==> src/sv/gcd_lcm_pkg.sv <==
package gcd_lcm_pkg;

	// controller -> datapath
	typedef struct packed {
		logic load;      // capture operands
		logic gcd_step;  // one binary-gcd reduction
		logic gcd_fin;   // latch gcd, set up divider
		logic div_step;  // one restoring-division bit
		logic mul_init;  // seed multiplier with the final quotient
		logic mul_step;  // one shift-add multiply bit
	} cmd_t;

	// datapath -> controller
	typedef struct packed {
		logic gcd_zero;  // at least one working operand has reached zero
	} status_t;

endpackage

==> src/sv/gcd_lcm_unit_core.sv <==
// GCD/LCM unit. Pulse start with both operands while busy is low; the
// operands are sampled on that edge. Only the low OPERAND_WIDTH bits of each
// operand are used. The gcd is found by a binary (shift/subtract) loop whose
// length depends on the operands; the lcm is then formed as (first/gcd)*second
// by a one-bit-per-cycle restoring divider and a one-bit-per-cycle shift-add
// multiplier. done is a one-cycle strobe and gcd_value/lcm_value are valid
// only in that cycle; the receiver cannot stall, so capture them then. A zero
// operand gives gcd(0,b)=b and lcm 0. A new request may be issued in the same
// cycle that done is high.
module gcd_lcm_unit_core #(
	parameter int OPERAND_WIDTH = 16
) (
	input  logic        clk,
	input  logic        arst_n,
	input  logic        start,
	output logic        busy,
	input  logic [15:0] first_value,
	input  logic [15:0] second_value,
	output logic        done,
	output logic [15:0] gcd_value,
	output logic [31:0] lcm_value
);

	gcd_lcm_pkg::cmd_t    cmd;
	gcd_lcm_pkg::status_t status;

	gcd_lcm_dp #(
		.OPERAND_WIDTH(OPERAND_WIDTH)
	) u_dp (
		.clk         (clk),
		.first_value (first_value),
		.second_value(second_value),
		.cmd         (cmd),
		.status      (status),
		.gcd_value   (gcd_value),
		.lcm_value   (lcm_value)
	);

	gcd_lcm_ctrl #(
		.OPERAND_WIDTH(OPERAND_WIDTH)
	) u_ctrl (
		.clk   (clk),
		.arst_n(arst_n),
		.start (start),
		.status(status),
		.cmd   (cmd),
		.busy  (busy),
		.done  (done)
	);

`ifndef NO_ASSERTIONS
	a_accept_busy: assert property (@(posedge clk) disable iff (!arst_n)
		start && !busy |=> busy)
		else $error("accepted request did not make the unit busy");

	a_done_idle: assert property (@(posedge clk) disable iff (!arst_n)
		done |-> !busy)
		else $error("result strobe while still busy");

	a_done_single: assert property (@(posedge clk) disable iff (!arst_n)
		done |=> !done)
		else $error("result strobe held for more than one cycle");

	a_lcm_gcd: assert property (@(posedge clk) disable iff (!arst_n)
		done && (lcm_value != 32'd0) |-> gcd_value != 16'd0)
		else $error("nonzero lcm with zero gcd");
`endif

endmodule

==> src/sv/gcd_lcm_dp.sv <==
module gcd_lcm_dp #(
	parameter int OPERAND_WIDTH = 16
) (
	input  logic                   clk,
	input  logic [15:0]            first_value,
	input  logic [15:0]            second_value,
	input  gcd_lcm_pkg::cmd_t      cmd,
	output gcd_lcm_pkg::status_t   status,
	output logic [15:0]            gcd_value,
	output logic [31:0]            lcm_value
);

	localparam int W  = OPERAND_WIDTH;
	localparam int KW = $clog2(W);

	logic [W-1:0]   a_q, b_q;
	logic [W-1:0]   x_q, y_q;
	logic [KW-1:0]  k_q;
	logic [W-1:0]   g_q;
	logic [W-1:0]   rem_q, quo_q;
	logic [2*W-1:0] prod_q;

	logic [W-1:0]   gcd_base;
	logic [W:0]     div_shift;
	logic           div_fits;
	logic [W-1:0]   rem_d, quo_d;
	logic [W:0]     mul_sum;

	assign gcd_base  = (x_q == '0) ? y_q : x_q;

	// restoring division: bring down next dividend bit, subtract if it fits
	assign div_shift = {rem_q, quo_q[W-1]};
	assign div_fits  = div_shift >= {1'b0, g_q};
	always_comb begin
		if (div_fits) begin
			rem_d = W'(div_shift - {1'b0, g_q});
			quo_d = {quo_q[W-2:0], 1'b1};
		end else begin
			rem_d = div_shift[W-1:0];
			quo_d = {quo_q[W-2:0], 1'b0};
		end
	end

	assign mul_sum = {1'b0, prod_q[2*W-1:W]} + (prod_q[0] ? {1'b0, b_q} : {(W+1){1'b0}});

	always_ff @(posedge clk) begin
		if (cmd.load) begin
			a_q <= W'(first_value);
			b_q <= W'(second_value);
			x_q <= W'(first_value);
			y_q <= W'(second_value);
			k_q <= '0;
		end
		if (cmd.gcd_step) begin
			if (!x_q[0] && !y_q[0]) begin
				x_q <= x_q >> 1;
				y_q <= y_q >> 1;
				k_q <= k_q + 1'b1;
			end else if (!x_q[0]) begin
				x_q <= x_q >> 1;
			end else if (!y_q[0]) begin
				y_q <= y_q >> 1;
			end else if (x_q >= y_q) begin
				x_q <= x_q - y_q;
			end else begin
				y_q <= y_q - x_q;
			end
		end
		if (cmd.gcd_fin) begin
			g_q   <= gcd_base << k_q;
			rem_q <= '0;
			quo_q <= a_q;
		end
		if (cmd.div_step) begin
			rem_q <= rem_d;
			quo_q <= quo_d;
		end
		if (cmd.mul_init) begin
			prod_q <= {{W{1'b0}}, quo_d};
		end
		if (cmd.mul_step) begin
			prod_q <= {mul_sum, prod_q[W-1:1]};
		end
	end

	assign status.gcd_zero = (x_q == '0) || (y_q == '0);
	assign gcd_value       = 16'(g_q);
	assign lcm_value       = 32'(prod_q);

endmodule

==> src/sv/gcd_lcm_ctrl.sv <==
module gcd_lcm_ctrl #(
	parameter int OPERAND_WIDTH = 16
) (
	input  logic                 clk,
	input  logic                 arst_n,
	input  logic                 start,
	input  gcd_lcm_pkg::status_t status,
	output gcd_lcm_pkg::cmd_t    cmd,
	output logic                 busy,
	output logic                 done
);

	localparam int CW = $clog2(OPERAND_WIDTH);
	localparam logic [CW-1:0] CNT_LAST = CW'(OPERAND_WIDTH - 1);

	typedef enum logic [1:0] {
		ST_IDLE,
		ST_GCD,
		ST_DIV,
		ST_MUL
	} state_t;

	state_t        state_q;
	logic [CW-1:0] cnt_q;
	logic          done_q;
	logic          cnt_last;

	assign cnt_last = cnt_q == CNT_LAST;

	always_comb begin
		cmd = '0;
		unique case (state_q)
			ST_IDLE: cmd.load = start;
			ST_GCD: begin
				if (status.gcd_zero) begin
					cmd.gcd_fin = 1'b1;
				end else begin
					cmd.gcd_step = 1'b1;
				end
			end
			ST_DIV: begin
				cmd.div_step = 1'b1;
				cmd.mul_init = cnt_last;
			end
			ST_MUL: cmd.mul_step = 1'b1;
			default: cmd = '0;
		endcase
	end

	always_ff @(posedge clk or negedge arst_n) begin
		if (!arst_n) begin
			state_q <= ST_IDLE;
			cnt_q   <= '0;
			done_q  <= 1'b0;
		end else begin
			// strobe on the edge that retires the last multiply bit
			done_q <= (state_q == ST_MUL) && cnt_last;
			unique case (state_q)
				ST_IDLE: begin
					if (start) begin
						state_q <= ST_GCD;
					end
				end
				ST_GCD: begin
					if (status.gcd_zero) begin
						cnt_q   <= '0;
						state_q <= ST_DIV;
					end
				end
				ST_DIV: begin
					if (cnt_last) begin
						cnt_q   <= '0;
						state_q <= ST_MUL;
					end else begin
						cnt_q <= cnt_q + 1'b1;
					end
				end
				ST_MUL: begin
					if (cnt_last) begin
						cnt_q   <= '0;
						state_q <= ST_IDLE;
					end else begin
						cnt_q <= cnt_q + 1'b1;
					end
				end
				default: state_q <= ST_IDLE;
			endcase
		end
	end

	assign busy = state_q != ST_IDLE;
	assign done = done_q;

endmodule

==> config.mk <==
export PLATFORM = sky130hd
export DESIGN_NAME = gcd_lcm_unit_core
export DESIGN_NICKNAME = d
export VERILOG_FILES = /design/src/sv/gcd_lcm_pkg.sv /design/src/sv/gcd_lcm_unit_core.sv /design/src/sv/gcd_lcm_dp.sv /design/src/sv/gcd_lcm_ctrl.sv
export SDC_FILE = /design/constraint.sdc
export NUM_CORES = 1
export LEC_CHECK = 0
export ABC_AREA = 0
export BUFFER_PORTS_ARGS = -buffer_cell sky130_fd_sc_hd__buf_2
export CELL_PAD_IN_SITES_DETAIL_PLACEMENT = 0
export CELL_PAD_IN_SITES_GLOBAL_PLACEMENT = 1
export CORE_ASPECT_RATIO = 0.8
export CORE_MARGIN = 4
export CORE_UTILIZATION = 40
export CTS_CLUSTER_DIAMETER = 40
export DETAILED_ROUTE_END_ITERATION = 8
export MAX_ROUTING_LAYER = met4
export PLACE_DENSITY = 0.77
export SKIP_LAST_GASP = 1
export SYNTH_ARGS = -nofsm -noshare
export SYNTH_HDL_FRONTEND = slang
export SYNTH_HIERARCHICAL = 1
export SYNTH_SLANG_ARGS = --single-unit
==> constraint.sdc <==
create_clock -name clk -period 5.2 [get_ports clk]
set_clock_uncertainty 0.1 [all_clocks]
set_input_delay 0 -clock clk [delete_from_list [all_inputs] [get_ports clk]]
set_output_delay 0 -clock clk [all_outputs]
set_load 0.02 [all_outputs]
==> flow_metrics.tcl <==
set metrics [dict create \
    outcome "finished clean" \
    met1_length_um 14400 \
    grt_usage_pct 21.4 \
    layout_commonest_cell "sky130_fd_sc_hd__edfxtp_1" \
    antenna_found_initial 1 \
    coreArea_sq_um 25400 \
    fmaxAchievable_mhz 246 \
    floorplan.initialDensity_pct 40.8 \
    holdWs_ps 210 \
    clkTransAtPathRegs_ps 70 \
    first_global_vias 8050 \
    worstPathBufferInverterCount 1 \
    clock-sinks 155 \
    post_synth_num_cell_types 89 \
    wl_met2_um 12900 \
    cts_htree_levels 4 \
    post_synthesis_async_set_or_reset_flop_share_pct 4.52 \
    timing_max_transition_violations_final 0 \
    synth.net_count 1154 \
    chipWidth_um 188 \
    hold_path_startpoint "second_value[10]" \
    vias 8433 \
    final_min_period_over_clock_period_pct 78.1 \
    timing.slew.headroom_pct 31.0 \
    power.leakage_uw 0.00480 \
    cts_setup_buffers 0 \
    synth_instances 1044 \
    grt_start_max_net_pins 47 \
    wirelength_um 30300 \
    chipHeight_um 152 \
    yosysTopAreaCellShare_pct 32.5 \
    global_route.overflow_total 0 \
    synth_enable_flop_cells 112 \
    highest_cell_delay_on_the_worst_timing_path_ps 590 \
    cts_repair_resize_count 0 \
    critPathMaxFanout 16 \
    period_minus_slack_ps 4060 \
    final_layout_size_suffix_gt1_share_pct 16.4 \
    critPathLaunch "u_dp/x_q[0]$_DFF_P_" \
    detail_route.drc_violations 0 \
    worst-slew-pin-transition_ps 1030 \
    worst_ep_required_time_ps 5440 \
    clock_latency_ps 430 \
    placementRows 52 \
    dp_hpwl_um 22700 \
    regToRegStartpoint "u_dp/x_q[0]$_DFF_P_" \
    min_path_type "in -> reg" \
    rsz_0062_raised_after_global_routing "false" \
    dp.cells 1406 \
    final-setup-viol-count 0 \
    finalHoldViolations 0 \
    critPathSlowestCell "sky130_fd_sc_hd__dfxtp_1" \
    cp_data_arrival_time_ps 4300 \
    synthesis.area_sq_um 10400 \
    fillCellCount 2461 \
    yosys-top-cells-area "sky130_fd_sc_hd__edfxtp_1, sky130_fd_sc_hd__ha_1, sky130_fd_sc_hd__dfxtp_1" \
    detailedRoute.firstIterationViolations 764 \
    final_cell_count_no_fill 1473 \
    route.met3.wl_um 2530 \
    critical_path.startpoint_type "flip-flop" \
    final_cell_mix "sky130_fd_sc_hd__edfxtp_1, sky130_fd_sc_hd__buf_2, sky130_fd_sc_hd__inv_1" \
    synth.largest_area_cell "sky130_fd_sc_hd__edfxtp_1" \
    synthesis_warning_total 6 \
    crit_type "reg -> reg" \
    number_of_vias_per_cell 5.73 \
    die_area_sq_um 28600 \
    root_buffer "sky130_fd_sc_hd__clkbuf_16" \
    drt_pass1_iterations 6 \
    power-per-cell-area_nw_per_um2 220 \
    num_antenna_cells 0 \
    cts_buffer_depth 2 \
    cts.hold.buffers_added 35 \
    timing.critical_path.max_delay_family "simple AND/OR/NAND/NOR gates" \
    crit_path_cell_trace "clkinv_1 -> ha_1 -> fa_1 -> nand2b_1 -> a21oi_2 -> o211ai_1 -> nand4_2 -> nand2_1 -> nor2_1 -> o21ai_1 -> o31ai_2" \
    vdd_drop_max_mv 0.226 \
    io_buffer_count 84 \
    syn2layout_area_growth_pct 15.4 \
    grt_first_pass_wirelength_um 46900 \
    num-nets-final 1246 \
    global_placement_routability_congestion 0.944 \
    cap_viol_max_count 0 \
    postSynthAreaPerCell_sq_um 9.93 \
    numCtsBuffers 17 \
    detail_route.wl_per_cell_um 20.5 \
    synth_top_flop_cell "sky130_fd_sc_hd__edfxtp_1" \
    topRoutingLayerUsed "met4" \
    antenna_left 0 \
    cp-end-kind "flip-flop" \
    setup_total_negative_slack_ps 0 \
    tritoncts "built" \
    io_pins 85 \
    yosys_reg_bits 155 \
    yosysSeqAreaShare_pct 41.1 \
]
## synthesized netlist by cell type (all sizes together), types with 24 or more instances
master / number
clkbuf: 31
nor2: 72
ha: 71
nand2: 47
a21oi: 73
mux2: 39
nand3: 25
o21ai: 70
inv: 74
and2: 31
dfxtp: 36
nor3: 24
xnor2: 25
mux2i: 54
edfxtp: 112
## through the flow
stage	worst slack [ps]	area, sq um	total power, uW	util [%]
2_1_floorplan	2280	10400	1340	-
3_3_place_gp	1460	11000	1370	43.4
3_5_place_dp	1290	11000	1370	43.4
4_1_cts	1260	12000	2660	47.1
5_1_grt	880	12000	2720	47.1
6_report	1140	12000	2630	47.1
## state kept, by name, summed over array words and instances (netlist names)
name / cells
u_dp/lcm_value: 32
u_dp/a_q: 16
u_dp/b_q: 16
u_dp/gcd_value: 16
u_dp/quo_q: 16
u_dp/rem_q: 16
u_dp/x_q: 16
u_dp/y_q: 16
u_ctrl/cnt_q: 4
u_dp/k_q: 4
u_ctrl/state_q: 2
u_ctrl/done: 1
## report_power, final
group | switching [uW] | leakage [uW] | internal (uW)
Combinational | 22.6 | 0.00312 | 27.0
Sequential | 0 | 0.00140 | 1310
Clock | 583 | 0.000288 | 687
## layout make-up
type / count / area (sq um) / area share, %
multi-input combinational: 762 / 5590 / 46.7
sequential: 155 / 4260 / 35.6
timing repair buffer: 125 / 816 / 6.82
clock buffer: 17 / 425 / 3.56
tap: 324 / 405 / 3.39
inverter: 75 / 282 / 2.35
clock inverter: 15 / 180 / 1.51
## kinds of logic after synthesis
group,share of synthesized area [%]
compound gates,18.6
xor+xnor,2.87
fa+ha+maj,9.35
buf+inv,4.99
flops,41.1
mux,9.67
simple gates,13.4
## worst register-to-register path: cells and delay by family (launching register included)
kind,cells,cell delay (ps)
adders and majority gates,2,730
DFF,1,590
and+or+nand+nor,4,1280
AOI/OAI and AO/OA,4,880
buffers and inverters,1,390
## worst paths after layout
path,end,slack (ps),cells after the start
hold / removal,u_dp/b_q[10]$_DFFE_PP_,210,2
hold reg to reg,u_ctrl/cnt_q[0]$_DFFE_PN0P_,410,1
max in group asynchronous,u_ctrl/cnt_q[1]$_DFFE_PN0P_,4280,3
setup / recovery,u_dp/x_q[15]$_DFF_P_,1140,11
min in group asynchronous,u_ctrl/state_q[0]$_DFFE_PN0P_,450,3
setup reg to reg,u_dp/x_q[15]$_DFF_P_,1140,11
## per-layer routing
layer,vias to the layer above,global-route usage [%]
met4,0,4.68
met5,-,-
li1,4054,-
met1,4006,30.7
met3,24,5.55
met2,349,30.6
Power figures use the tool's default switching activity.
